--- config.mk ---
export PLATFORM = sky130hd
export DESIGN_NAME = decimal_list_frame_parser
export DESIGN_NICKNAME = d
export VERILOG_FILES = /design/src/rtl/dlfp_pkg.sv /design/src/rtl/decimal_list_frame_parser.sv
export SDC_FILE = /design/constraint.sdc
export NUM_CORES = 1
export LEC_CHECK = 0
export ABC_AREA = 1
export BUFFER_PORTS_ARGS = -buffer_cell sky130_fd_sc_hd__buf_2
export CORE_MARGIN = 2
export CORE_UTILIZATION = 47
export DETAILED_ROUTE_END_ITERATION = 8
export PLACE_DENSITY = 0.66
export SETUP_SLACK_MARGIN = 0.1
export SKIP_LAST_GASP = 1
export SLEW_MARGIN = 10
export SYNTH_ARGS = -nofsm -noshare
export SYNTH_HDL_FRONTEND = slang
export SYNTH_SLANG_ARGS = --single-unit
--- constraint.sdc ---
create_clock -name clk -period 3.59 [get_ports clk]
set_clock_uncertainty 0.2 [all_clocks]
set_input_delay 0.1795 -clock clk [delete_from_list [all_inputs] [get_ports clk]]
set_output_delay 0.1795 -clock clk [all_outputs]
set_load 0.05 [all_outputs]
--- src/rtl/dlfp_pkg.sv ---
// ---------------------------------------------------------------------------
// dlfp_pkg
// shared widths, status codes and result type of the decimal list parser
// ---------------------------------------------------------------------------
`default_nettype none

package dlfp_pkg;

  localparam int unsigned BYTE_W   = 8;
  localparam int unsigned VALUE_W  = 31;
  localparam int unsigned COUNT_W  = 16;
  localparam int unsigned STATUS_W = 2;
  localparam int unsigned TDATA_W  = 56;
  localparam int unsigned PAD_W    = TDATA_W - VALUE_W - COUNT_W - STATUS_W;

  // result queue
  localparam int unsigned QDEPTH = 4;
  localparam int unsigned QPTR_W = $clog2(QDEPTH);
  localparam int unsigned QCNT_W = $clog2(QDEPTH + 1);

  // status codes
  localparam logic [STATUS_W-1:0] ST_OK       = 2'd0;
  localparam logic [STATUS_W-1:0] ST_BAD_HDR  = 2'd1;
  localparam logic [STATUS_W-1:0] ST_BAD_CHAR = 2'd2;
  localparam logic [STATUS_W-1:0] ST_NO_VALS  = 2'd3;

  // result kinds
  localparam logic KIND_VALUE  = 1'b0;
  localparam logic KIND_STATUS = 1'b1;

  localparam logic [BYTE_W-1:0] NEWLINE = 8'h0A;

  typedef struct packed {
    logic                kind;
    logic [VALUE_W-1:0]  value;
    logic [COUNT_W-1:0]  count;
    logic [STATUS_W-1:0] status;
    logic                last;
  } result_t;

  // expected header character at a match position
  function automatic logic [BYTE_W-1:0] header_char(input logic [2:0] pos);
    logic [BYTE_W-1:0] c;
    case (pos)
      3'd0:    c = 8'h53;  // S
      3'd1:    c = 8'h54;  // T
      3'd2:    c = 8'h41;  // A
      3'd3:    c = 8'h52;  // R
      3'd4:    c = 8'h54;  // T
      default: c = 8'h00;
    endcase
    return c;
  endfunction

  // expected trailer character at a match position
  function automatic logic [BYTE_W-1:0] trailer_char(input logic [2:0] pos);
    logic [BYTE_W-1:0] c;
    case (pos)
      3'd0:    c = 8'h45;  // E
      3'd1:    c = 8'h4E;  // N
      3'd2:    c = 8'h44;  // D
      default: c = 8'h00;
    endcase
    return c;
  endfunction

endpackage

`default_nettype wire

--- src/rtl/decimal_list_frame_parser.sv ---
// ---------------------------------------------------------------------------
// decimal_list_frame_parser
// parses a START-framed list of newline separated decimal numbers
// ---------------------------------------------------------------------------
// output: a result is written into the result queue when its byte word is accepted
// throughput: one byte word per cycle while two result queue slots are free; a byte
//   that yields two results (value and status) pushes both into the 4-entry result queue
// reset: rst (synchronous) returns the parser to header matching, clears the
//   count and empties the result queue
`default_nettype none

module decimal_list_frame_parser (
  input  wire logic        clk,
  input  wire logic        rst,
  // byte stream in
  input  wire logic        s_axis_tvalid,
  output logic             s_axis_tready,
  input  wire logic [7:0]  s_axis_tdata,   // [7:0] data_byte
  input  wire logic        s_axis_tlast,   // end_of_message
  // results out
  output logic             m_axis_tvalid,
  input  wire logic        m_axis_tready,
  output logic [55:0]      m_axis_tdata,   // [30:0] parsed_value, [46:31] value_count,
                                           // [48:47] status, [55:49] zero
  output logic             m_axis_tuser,   // kind
  output logic             m_axis_tlast    // last_of_run
);

  // parser phases
  localparam logic [2:0] PH_HEADER = 3'd0;
  localparam logic [2:0] PH_SKIP   = 3'd1;
  localparam logic [2:0] PH_BODY   = 3'd2;
  localparam logic [2:0] PH_SUFFIX = 3'd3;
  localparam logic [2:0] PH_DONE   = 3'd4;
  localparam logic [2:0] PH_ERROR  = 3'd5;

  localparam logic [2:0] HDR_LEN = 3'd5;
  localparam logic [2:0] TRL_LEN = 3'd3;

  localparam logic [dlfp_pkg::VALUE_W-1:0] VALUE_MAX = {dlfp_pkg::VALUE_W{1'b1}};
  localparam logic [dlfp_pkg::COUNT_W-1:0] COUNT_MAX = {dlfp_pkg::COUNT_W{1'b1}};

  // parser state
  logic [2:0]                        phase, phase_next;
  logic [2:0]                        mpos, mpos_next;
  logic [dlfp_pkg::VALUE_W-1:0]      acc, acc_next;
  logic                              pend, pend_next;
  logic [dlfp_pkg::COUNT_W-1:0]      cnt, cnt_next;
  logic [dlfp_pkg::STATUS_W-1:0]     err, err_next;

  // result queue
  dlfp_pkg::result_t                 res_q [dlfp_pkg::QDEPTH];
  logic [dlfp_pkg::QPTR_W-1:0]       wptr, rptr;
  logic [dlfp_pkg::QCNT_W-1:0]       fill;

  logic                              in_fire, out_fire;
  logic                              do_body;
  logic                              emit_val;
  logic [1:0]                        n_push;
  logic [34:0]                       prod;
  logic [3:0]                        digit;
  logic [dlfp_pkg::STATUS_W-1:0]     st_code;
  logic [dlfp_pkg::STATUS_W-1:0]     err_fin;
  dlfp_pkg::result_t                 slot0, slot1, val_res, stat_res;

  // accept while two queue slots are free
  assign s_axis_tready = (fill <= dlfp_pkg::QCNT_W'(dlfp_pkg::QDEPTH - 2));
  assign in_fire       = s_axis_tvalid && s_axis_tready;
  assign m_axis_tvalid = (fill != '0);
  assign out_fire      = m_axis_tvalid && m_axis_tready;

  // decimal step: acc * 10 + digit, with saturation below
  assign digit = s_axis_tdata[3:0];
  assign prod  = ({4'b0, acc} << 3) + ({4'b0, acc} << 1) + {31'b0, digit};

  always_comb begin
    phase_next = phase;
    mpos_next  = mpos;
    acc_next   = acc;
    pend_next  = pend;
    cnt_next   = cnt;
    err_next   = err;
    do_body    = 1'b0;
    emit_val   = 1'b0;

    case (phase)
      PH_HEADER: begin
        if (mpos < HDR_LEN && s_axis_tdata == dlfp_pkg::header_char(mpos)) begin
          mpos_next = mpos + 3'd1;
          if (mpos + 3'd1 == HDR_LEN) phase_next = PH_SKIP;
        end else begin
          err_next   = dlfp_pkg::ST_BAD_HDR;
          phase_next = PH_ERROR;
        end
      end
      PH_SKIP: begin
        phase_next = PH_BODY;
      end
      PH_BODY: begin
        do_body = 1'b1;
      end
      PH_SUFFIX: begin
        if (mpos < TRL_LEN && s_axis_tdata == dlfp_pkg::trailer_char(mpos)) begin
          mpos_next = mpos + 3'd1;
          if (mpos + 3'd1 == TRL_LEN) phase_next = PH_DONE;
        end else if (mpos == 3'd0) begin
          do_body = 1'b1;
        end else begin
          err_next   = dlfp_pkg::ST_BAD_CHAR;
          phase_next = PH_ERROR;
        end
      end
      default: begin
      end
    endcase

    // body byte: newline, digit or bad character
    if (do_body) begin
      if (s_axis_tdata == dlfp_pkg::NEWLINE) begin
        if (pend) begin
          emit_val  = 1'b1;
          if (cnt != COUNT_MAX) cnt_next = cnt + 1'b1;
          acc_next  = '0;
          pend_next = 1'b0;
        end
        phase_next = PH_SUFFIX;
        mpos_next  = 3'd0;
      end else if (s_axis_tdata inside {[8'h30:8'h39]}) begin
        acc_next   = (prod[34:31] != 4'd0) ? VALUE_MAX : prod[30:0];
        pend_next  = 1'b1;
        phase_next = PH_BODY;
      end else begin
        err_next   = dlfp_pkg::ST_BAD_CHAR;
        phase_next = PH_ERROR;
      end
    end

    // end of message status, taken on the updated state
    err_fin = err_next;
    if (phase_next == PH_HEADER || phase_next == PH_SKIP) begin
      err_fin = dlfp_pkg::ST_BAD_HDR;
    end else if (phase_next == PH_SUFFIX && mpos_next != 3'd0 &&
                 err_next == dlfp_pkg::ST_OK) begin
      err_fin = dlfp_pkg::ST_BAD_CHAR;   // partial trailer
    end
    if (err_fin != dlfp_pkg::ST_OK) st_code = err_fin;
    else if (cnt_next == '0)        st_code = dlfp_pkg::ST_NO_VALS;
    else                            st_code = dlfp_pkg::ST_OK;

    val_res.kind    = dlfp_pkg::KIND_VALUE;
    val_res.value   = acc;
    val_res.count   = cnt_next;
    val_res.status  = dlfp_pkg::ST_OK;
    val_res.last    = 1'b0;

    stat_res.kind   = dlfp_pkg::KIND_STATUS;
    stat_res.value  = '0;
    stat_res.count  = cnt_next;
    stat_res.status = st_code;
    stat_res.last   = 1'b1;

    slot0  = emit_val ? val_res : stat_res;
    slot1  = stat_res;
    n_push = {1'b0, emit_val} + {1'b0, s_axis_tlast};

    // final byte returns the parser to its reset state
    if (s_axis_tlast) begin
      phase_next = PH_HEADER;
      mpos_next  = 3'd0;
      acc_next   = '0;
      pend_next  = 1'b0;
      cnt_next   = '0;
      err_next   = dlfp_pkg::ST_OK;
    end
  end

  // parser state registers
  always_ff @(posedge clk) begin
    if (rst) begin
      phase <= PH_HEADER;
      mpos  <= 3'd0;
      acc   <= '0;
      pend  <= 1'b0;
      cnt   <= '0;
      err   <= dlfp_pkg::ST_OK;
    end else if (in_fire) begin
      phase <= phase_next;
      mpos  <= mpos_next;
      acc   <= acc_next;
      pend  <= pend_next;
      cnt   <= cnt_next;
      err   <= err_next;
    end
  end

  // result queue pointers and fill
  always_ff @(posedge clk) begin
    if (rst) begin
      wptr <= '0;
      rptr <= '0;
      fill <= '0;
    end else begin
      if (in_fire) wptr <= wptr + dlfp_pkg::QPTR_W'(n_push);
      if (out_fire) rptr <= rptr + 1'b1;
      fill <= fill + (in_fire ? dlfp_pkg::QCNT_W'(n_push) : '0)
                   - (out_fire ? dlfp_pkg::QCNT_W'(1) : '0);
    end
  end

  // result queue payload
  always_ff @(posedge clk) begin
    if (in_fire && n_push != 2'd0) res_q[wptr] <= slot0;
    if (in_fire && n_push == 2'd2) res_q[wptr + 1'b1] <= slot1;
  end

  assign m_axis_tdata = {{dlfp_pkg::PAD_W{1'b0}}, res_q[rptr].status,
                         res_q[rptr].count, res_q[rptr].value};
  assign m_axis_tuser = res_q[rptr].kind;
  assign m_axis_tlast = res_q[rptr].last;

`ifndef SYNTHESIS
  a_fill_bound: assert property (@(posedge clk) disable iff (rst)
    fill <= dlfp_pkg::QCNT_W'(dlfp_pkg::QDEPTH))
    else $error("result queue overfilled");

  a_reset_after_last: assert property (@(posedge clk) disable iff (rst)
    (in_fire && s_axis_tlast) |=> (phase == PH_HEADER && mpos == 3'd0 && cnt == '0))
    else $error("parser not reset after final byte");

  a_kind_last: assert property (@(posedge clk) disable iff (rst)
    m_axis_tvalid |-> (m_axis_tuser == m_axis_tlast))
    else $error("status result and last flag disagree");

  a_acc_pending: assert property (@(posedge clk) disable iff (rst)
    (acc != '0) |-> pend)
    else $error("accumulator holds digits without pending flag");
`endif

endmodule

`default_nettype wire

==> results.cfg, run 1 <==
[outcome]
outcome = completed

[detailed_routing]
finalWirelength_mm = 41.42
drc = 0
num_vias = 13870
ant_nets = 0
via_per_inst = 5.518
dr.pass1.iters = 6
wl_per_cell_um = 16.48
first_iter_violations = 1321

[power]
power_uw = 8505
peakVddDrop_uv = 415.8
p_leak_uw = 0.007060
power_density_mw_per_mm2 = 506.8

[logic_synthesis]
syn_inst = 2050
seq_area_frac_synth_pct = 40.40
synth-seq-cells = 265
synth_edf_count = 72
avgSynthCellArea_um2 = 7.276
yosys_most_used_dff = dfxtp_1
synth.distinct_cells = 55
async_reset_ff_share_pct = 0
syn-cell-area_mm2 = 0.01492
synth_warnings = 0

[die]
coreArea_mm2 = 0.03139
initial_core_util_pct = 47.52
boundaryPins = 73
die_w_um = 182.2
row_count = 65
die_y_um = 182.2
dieArea_mm2 = 0.03318

[cells_and_area]
drive_above_1_share_pct = 11.74
multiInputGateArea_mm2 = 0.007994
nFillCells = 3010
layoutNonFillerInstCount = 2514
fin_util_pct = 53.46
antenna-diode-count = 0
fin_nets = 2183
area_growth_pct = 12.50
seqCellArea_mm2 = 0.006037

[worst_setup_path]
cp-start-kind = flip-flop
cp-end-kind = flip-flop
cp_max_fo = 5
crit_arrival_ps = 3520
worstSetupPathType = flip-flop to flip-flop
worstPathRequired_ps = 3770

[cts]
cts.sink_count = 265
clk-insertion-delay-late_ps = 550
cts.htree.levels = 1
cts_tree = built
clockRootBuffer = clkbuf_16
clock_path_buffers = 3
numCtsBuffers = 29
clk_pin_slew_worst_paths_ps = 60

[timing]
setup_tns_ps = 0
drv_slew = 0
worst_slew_pin_slew_ps = 1017
hold_violations = 0
min_period_over_period_pct = 93.04
slew_headroom_pct = 32.17
setup_violations = 0
grt_setup_unrepaired = false
fin_crit_ps = 3340
fmax_mhz = 299.4
fin_hold_ws_ps = 26.85

[grt]
track_usage_pct = 24.34
grt_pass1_wl_mm = 66.34
grt_pass1_vias = 12920
grt_start_max_net_pins = 64
antenna_found_initial = 0
grt_overflow = 0

[placement]
place_inst = 2451
gp_congestion = 0.9207
dp_hpwl_mm = 27.18
io_buffers = 65

[hold_path]
worstHoldPathType = input pin to flip-flop

[flow_run]
cap_violations = 0
## Yosys cell counts, types with 6 or more instances
cell type / count / area share, %
a21oi_1: 102 / 3.4
buf_2: 16 / 0.54
buf_4: 8 / 0.40
buf_6: 6 / 0.45
clkbuf_1: 82 / 2.1
dfxtp_1: 193 / 26
edfxtp_1: 72 / 14
ha_1: 74 / 6.2
inv_1: 131 / 3.3
nand2_1: 514 / 13
nand2_2: 10 / 0.42
nand2_4: 8 / 0.60
nand3_1: 108 / 3.6
nand3_2: 8 / 0.54
nand4_1: 6 / 0.25
nor2_1: 270 / 6.8
nor2_2: 6 / 0.25
nor3_1: 15 / 0.50
o21ai_0: 256 / 8.6
o21bai_1: 8 / 0.40
o22ai_1: 51 / 2.1
xnor2_1: 16 / 0.94
xor2_1: 22 / 1.3
## worst paths after layout
| path | start | endpoint | slack, ps | cells after the start |
|---|---|---|---|---|
| worst min register to register | res_q[2][0] | res_q[2][0] | 250 | 2 |
| worst max-delay path | mpos[0] | fill[2] | 250 | 24 |
| worst max register to register | mpos[0] | fill[2] | 250 | 24 |
| worst min-delay path | s_axis_tdata[1] | acc[1] | 30 | 5 |
## final cells by class
class	count	share of cell area, %
clock buffer	42	4.854
inverter	136	3.072
multi-input combinational	1538	47.64
clock inverter	8	0.4399
tap	402	2.997
timing repair buffer	123	5.025
sequential	265	35.98
## layout by cell type (no fill, tap or decap), types with 6 or more instances in the layout
master	netlist	routed
inv_1	131	129
o21ai_0	256	256
xor2_1	22	22
buf_4	8	45
nand2_2	10	11
clkbuf_1	82	9
nand3_2	8	9
nor2_1	270	268
nor3_1	15	14
ha_1	74	70
clkbuf_16	0	29
dfxtp_2	0	6
nand2_1	514	508
conb_1	1	7
nand2_4	8	13
o22ai_1	51	51
buf_2	16	66
xnor2_1	16	16
nor2_2	6	7
edfxtp_1	72	72
nand4_1	6	6
o21bai_1	8	8
dfxtp_1	193	186
nand3_1	108	107
a21oi_1	102	102
## per-layer routing
metal	vias to the layer above	track usage, %	routed length, um
met5	-	0	0
met4	0	5.516	718
met3	60	2.574	2621
met2	452	39.28	18650
met1	6496	35.19	19430
li1	6863	-	-
## flip-flops by register name, indices dropped and copies added, names as in the netlist, named ones only
signal	cells
wptr	2
rptr	2
phase	3
cnt	16
fill	3
acc	31
mpos	3
res_q	200
pend	1
err	2
## worst max-delay path, cell delays in order, from the launching register on
cell and delay (ps):
dfxtp_2 320, buf_4 150, ha_4 170, inv_1 60
nor2_1 40, nand2_1 100, nand2_2 70, nand2_4 80
nor2_8 50, nand2_4 90, nand2_2 60, nand2_4 80
nand2_8 50, nor2_4 150, nand2_4 80, ha_4 280
nand2_1 50, ha_1 260, inv_1 60, ha_1 140
inv_1 50, fa_2 330, xor2_1 170, inv_1 70
nor2_1 40
## what timing repair did
item	4_1_cts	5_1_grt
gates resized for setup	4	29
pin swaps	0	7
hold endpoints to repair	4	0
setup endpoints to repair	1	207
setup buffers	0	7
hold buffers	3	0
gates cloned	0	3
## cells by family after synthesis
family                   synth area share (%)
adder cells (fa/ha/maj)                 6.610
buffers and inverters                   7.021
AO/OA/AOI/OAI                           16.14
AND/OR/NAND/NOR                         27.58
XOR/XNOR                                2.231
flip-flops                              40.40
other                                 0.02514
## report_power, final
| part | total, uW | internal (uW) | switching [uW] |
|---|---|---|---|
| clock network | 2810 | 1630 | 1180 |
| registers | 3250 | 3160 | 96.5 |
| logic | 2440 | 573 | 1870 |
| total | 8500 | 5360 | 3140 |
## stage by stage
step	instance area, um^2	setup WS [ps]
after global routing	16780	62.97
after CTS	16630	106.1
after global placement	15690	139.1
final	16780	249.7
after detailed placement	15690	20.83
after floorplan	15020	101.4
Note: power is estimated with default switching activity, not from simulation.
==> run 2: changes to the inputs <==
--- a/config.mk
+++ b/config.mk
@@ -5,7 +5,7 @@
 export SDC_FILE = /design/constraint.sdc
 export NUM_CORES = 1
 export LEC_CHECK = 0
-export ABC_AREA = 1
+export ABC_AREA = 0
 export BUFFER_PORTS_ARGS = -buffer_cell sky130_fd_sc_hd__buf_2
 export CORE_MARGIN = 2
 export CORE_UTILIZATION = 47
==> results.cfg, run 2 <==
[outcome]
outcome = completed

[logic_synthesis]
synth_top_area_cell = dfxtp_1
synth_warnings = 0
ys_top_cells_by_area = dfxtp_1 (29%), edfxtp_1 (16%), mux4_2 (8.4%), a22o_1 (8.3%), ha_1 (6.9%)
synth_top_cell_area_share_pct = 28.98
ys_top_cells_by_count = dfxtp_1 (193), nor2_1 (145), a22o_1 (126)
syn_inst = 1252
synth_edf_count = 72
yosys_most_used_dff = dfxtp_1
avgSynthCellArea_um2 = 10.65
async_reset_ff_share_pct = 0
syn-cell-area_mm2 = 0.01333
seq_area_frac_synth_pct = 45.20
yosysMostFrequentCell = dfxtp_1
synth.distinct_cells = 80
synth-seq-cells = 265

[grt]
grt_start_max_net_pins = 37
grt_overflow = 0
grt_pass1_vias = 10050
antenna_found_initial = 1
grt_pass1_wl_mm = 53.06
track_usage_pct = 22.25

[cells_and_area]
top_regs = res_q x200, acc x31, cnt x16
area_growth_pct = 19.87
layoutNonFillerInstCount = 1756
drive_above_1_share_pct = 25.42
layout_commonest_cell = dfxtp_1
regMostFlops = res_q
fin_nets = 1446
fin_area_mm2 = 0.01598
largest_register_ffs = 200
mostFrequentLayoutCells = dfxtp_1 (177), nor2_1 (140), a22o_1 (126)

[power]
swShare_pct = 28.90
peakVddDrop_uv = 343.7
p_seq_share_pct = 42.1
p_int_uw = 5532
switching_power_uw = 2249
combPwrFrac_pct = 17.4
power_density_mw_per_mm2 = 486.9
clockPowerShare_pct = 40.5
p_leak_uw = 0.006365

[worst_setup_path]
r2r-start = mpos[1]
cp-end-kind = flip-flop
crit_arrival_ps = 3710
crit_end = fill[2]
cp_max_fo = 3
worstSetupPathType = flip-flop to flip-flop
ff2ff_path_depth = 19
worstPathRequired_ps = 3800
cp-startpoint = mpos[1]
cp-start-kind = flip-flop
rr_endpoint = fill[2]
reg2reg_setup_slack_ps = 90

[cts]
cts_tree = built
clock_path_buffers = 3
clk-insertion-delay-late_ps = 550
cts.htree.levels = 1
cts.sink_count = 265
clk_pin_slew_worst_paths_ps = 60
numCtsBuffers = 28
clockRootBuffer = clkbuf_16

[detailed_routing]
drc = 0
wl_met2_mm = 15.56
top_layer = met4
num_vias = 10390
finalWirelength_mm = 33.42
wl_met3_mm = 2.123
wl_per_cell_um = 19.03
via_per_inst = 5.919
first_iter_violations = 805
wl_met1_mm = 15.17
ant_nets = 0
dr.pass1.iters = 8

[timing]
min_period_over_period_pct = 97.49
fin_crit_ps = 3500
setup_tns_ps = 0
hold_violations = 0
drv_slew = 0
worst_slew_pin_slew_ps = 781.0
grt_setup_unrepaired = true
setup_violations = 0
fmax_mhz = 285.7
slew_headroom_pct = 47.93
fin_hold_ws_ps = 58.78

[placement]
placed_cell_area_mm2 = 0.01445
dp_hpwl_mm = 21.82
gp_congestion = 0.9194
io_buffers = 65
place_inst = 1687

[hold_path]
worstHoldPathType = input pin to flip-flop
whs_path_depth = 5

[die]
coreArea_mm2 = 0.02786
row_count = 61
die_w_um = 172.4
die_y_um = 172.4
initial_core_util_pct = 47.86
boundaryPins = 73
dieArea_mm2 = 0.02973

[flow_run]
cap_violations = 0
==> run 2: area by class of cell <==
type                    count  area (um^2)
clock inverters            13        177.7
clock buffers              38        839.6
multi-input cells         879         7197
repair buffers            157         1127
diodes                      1        2.502
well taps                 378        473.0
flip-flops and latches    265         6051
fillers                  2334        11880
inverters                  25        113.9
==> run 2: worst min path at each step <==
stage | start | endpoint | slack (ps)
4_1_cts | s_axis_tdata[2] | acc[2] | 30
3_5_place_dp | res_q[3][0] | res_q[3][0] | 230
6_report | s_axis_tdata[2] | acc[2] | 60
5_1_grt | s_axis_tdata[2] | acc[2] | 70
3_3_place_gp | res_q[3][0] | res_q[3][0] | 230
2_1_floorplan | s_axis_tdata[0] | acc[0] | 110
==> run 2: timing repair <==
item,CTS,global route
gates cloned,0,2
resized for setup,16,66
buffers inserted,1,7
endpoints found under the hold margin,35,0
hold buffers,7,0
setup endpoints to repair,32,43
pin swaps,9,23
==> run 2: critical path: stages (launching register included) <==
cell       delay (ps)
dfxtp_4           350
inv_4              60
buf_6              90
ha_4              140
nor3_4             40
or3_4             340
a2111oi_4         390
or2_4             200
nor2_4             40
inv_2              80
ha_4              220
nand2_4            60
ha_4              190
inv_2              60
ha_4              110
inv_2              30
fa_2              390
xnor2_2           150
xnor2_1           170
nor2_1             50
==> run 2: stage by stage <==
stage	total power [uW]	utilization, %	setup WS, ps
after global routing	8061	57.36	-43.81
after detailed placement	4664	51.88	-70.79
after floorplan	4345	-	-91.29
after global placement	4654	51.88	-0.8471
final	7781	57.37	90.25
after CTS	7805	56.00	98.85
==> run 2: per-layer routing <==
layer | global-route usage (%) | vias to the layer above
li1 | - | 4899
met1 | 30.91 | 5125
met2 | 36.35 | 317
met3 | 3.410 | 52
met4 | 5.809 | 0
met5 | 0 | -
==> run 2: cell families (layout without fill, tap and decap cells) <==
kind of cell,Yosys count,count (layout),synth area share [%]
other,1,8,0.02813
AO/OA/AOI/OAI,326,326,18.27
adder cells (fa/ha/maj),77,77,7.395
XOR/XNOR,47,47,3.088
buffers and inverters,114,233,3.744
flip-flops,265,265,45.20
AND/OR/NAND/NOR,365,365,13.24
multiplexers,57,57,9.037
==> run 2: power by group through the flow <==
| stage | registers, uW | clock network [uW] | logic (uW) |
|---|---|---|---|
| after detailed placement | 3340 | 0 | 1320 |
| after global routing | 3290 | 3320 | 1450 |
| after floorplan | 3230 | 0 | 1110 |
| after CTS | 3280 | 3190 | 1340 |
| after global placement | 3340 | 0 | 1320 |
| final | 3270 | 3150 | 1360 |
==> run 3: changes to the inputs <==
--- a/config.mk
+++ b/config.mk
@@ -8,9 +8,8 @@
 export ABC_AREA = 0
 export BUFFER_PORTS_ARGS = -buffer_cell sky130_fd_sc_hd__buf_2
 export CORE_MARGIN = 2
-export CORE_UTILIZATION = 47
+export CORE_UTILIZATION = 45
 export DETAILED_ROUTE_END_ITERATION = 8
-export PLACE_DENSITY = 0.66
 export SETUP_SLACK_MARGIN = 0.1
 export SKIP_LAST_GASP = 1
 export SLEW_MARGIN = 10
==> results.cfg, run 3 (synthesis gave the netlist of run 2 again) <==
[timing]
fin_crit_ps = 3486
fmax_mhz = 286.9
slew_headroom_pct = 43.43
min_period_over_period_pct = 97.09
drv_slew = 0
hold_violations = 0
setup_tns_ps = 0
worst_slack_ps = 104.3
worst_slew_pin_slew_ps = 848.6
grt_setup_unrepaired = true
setup_violations = 0

[detailed_routing]
num_vias = 10300
via_per_inst = 5.782
drc = 0
dr.pass1.iters = 5
ant_nets = 0
first_iter_violations = 625
finalWirelength_mm = 34.25
wl_per_cell_um = 19.23

[placement]
pre_cts_ws_ps = -99.49
gp_congestion = 0.9148
io_buffers = 65
dp_hpwl_mm = 22.51
placed_cell_area_mm2 = 0.01459
place_inst = 1710

[cts]
clk-insertion-delay-late_ps = 550
cts_tree = built
clock_path_buffers = 3
clk_pin_slew_worst_paths_ps = 60
clockRootBuffer = clkbuf_16
numCtsBuffers = 29
cts.htree.levels = 1
cts.sink_count = 265

[power]
p_int_uw = 5316
peakVddDrop_uv = 403.6
combPwrFrac_pct = 17.9
switching_power_uw = 2233
clockPowerShare_pct = 38.5
p_leak_uw = 0.006417
power_density_mw_per_mm2 = 472.7
p_seq_share_pct = 43.6
power_uw = 7550
swShare_pct = 29.58

[cells_and_area]
layout_commonest_cell = dfxtp_1
top_regs = res_q x200, acc x31, cnt x16
fin_area_mm2 = 0.01597
nFillCells = 2575
fin_nets = 1458
largest_register_ffs = 200
drive_above_1_share_pct = 25.18
mostFrequentLayoutCells = dfxtp_1 (183), nor2_1 (140), a22o_1 (126)
regMostFlops = res_q
layoutNonFillerInstCount = 1781
area_growth_pct = 19.78

[grt]
track_usage_pct = 21.64
antenna_found_initial = 1
grt_overflow = 0
grt_pass1_wl_mm = 54.21
grt_start_max_net_pins = 37
grt_pass1_vias = 10180

[worst_setup_path]
cp-end-kind = flip-flop
worstPathRequired_ps = 3820
worstSetupPathType = flip-flop to flip-flop
cp_max_fo = 6
cp-start-kind = flip-flop
crit_arrival_ps = 3720

[outcome]
outcome = completed

[flow_run]
cap_violations = 0

[die]
initial_core_util_pct = 45.35
dieArea_mm2 = 0.03102
die_w_um = 176.1
boundaryPins = 73
row_count = 63
coreArea_mm2 = 0.02940
die_y_um = 176.1

[hold_path]
worstHoldPathType = input pin to flip-flop
-- run 3: power by group through the flow --
stage                     Combinational [uW]  Clock [uW]  Sequential [uW]
after floorplan                         1110           0             3230
after global placement                  1310           0             3360
after detailed placement                1320           0             3360
after CTS                               1330        2970             3300
after global routing                    1430        3070             3320
final                                   1350        2900             3300
-- run 3: worst paths after layout --
path	slack [ps]	end	depth (start not counted)	startpoint
setup / recovery	100	acc[21]	14	acc[6]
setup reg to reg	100	acc[21]	14	acc[6]
hold / removal	10	res_q[0][0]	5	s_axis_tvalid
hold reg to reg	250	res_q[3][0]	2	res_q[3][0]
-- run 3: through the flow --
step	utilization, %	hold slack [ps]
final	54.32	13.49
after global routing	54.31	22.96
after CTS	53.27	1.056
after detailed placement	49.61	239.1
after global placement	49.61	229.4
after floorplan	-	109.1
-- run 3: area by class of cell --
type	instances	area (um^2)	share of cell area [%]
antenna	1	2.502	0.01567
multi-input combinational	879	7163	44.85
timing repair buffer	168	1226	7.678
tap	390	488.0	3.055
clock buffer	43	845.8	5.296
clock inverter	10	92.59	0.5798
inverter	25	111.4	0.6973
sequential	265	6041	37.83
-- run 3: what timing repair did --
item / CTS / global route
hold buffers: 6 / 0
resized for setup: 12 / 54
buffers inserted: 5 / 3
endpoints found under the setup margin: 45 / 57
cloned: 0 / 3
pin swaps: 8 / 22
hold endpoints to repair: 30 / 0
-- run 3: worst max-delay path: stages, from the launching register on --
cell	delay, ps
dfxtp_1	310
buf_4	150
ha_1	280
ha_1	300
buf_4	160
o211ai_1	170
o211ai_1	180
a21oi_2	220
o311ai_2	130
a21bo_1	200
or2_0	190
a2111o_1	450
nand2_4	170
buf_12	160
o211ai_1	80
-- run 3: routing by layer --
metal | up-vias | global-route usage, % | wire length [um]
met2 | 219 | 35.80 | 15880
met5 | - | 0 | 0
met1 | 5094 | 30.05 | 16250
met4 | 0 | 5.544 | 711
met3 | 52 | 2.885 | 1410
li1 | 4933 | - | -
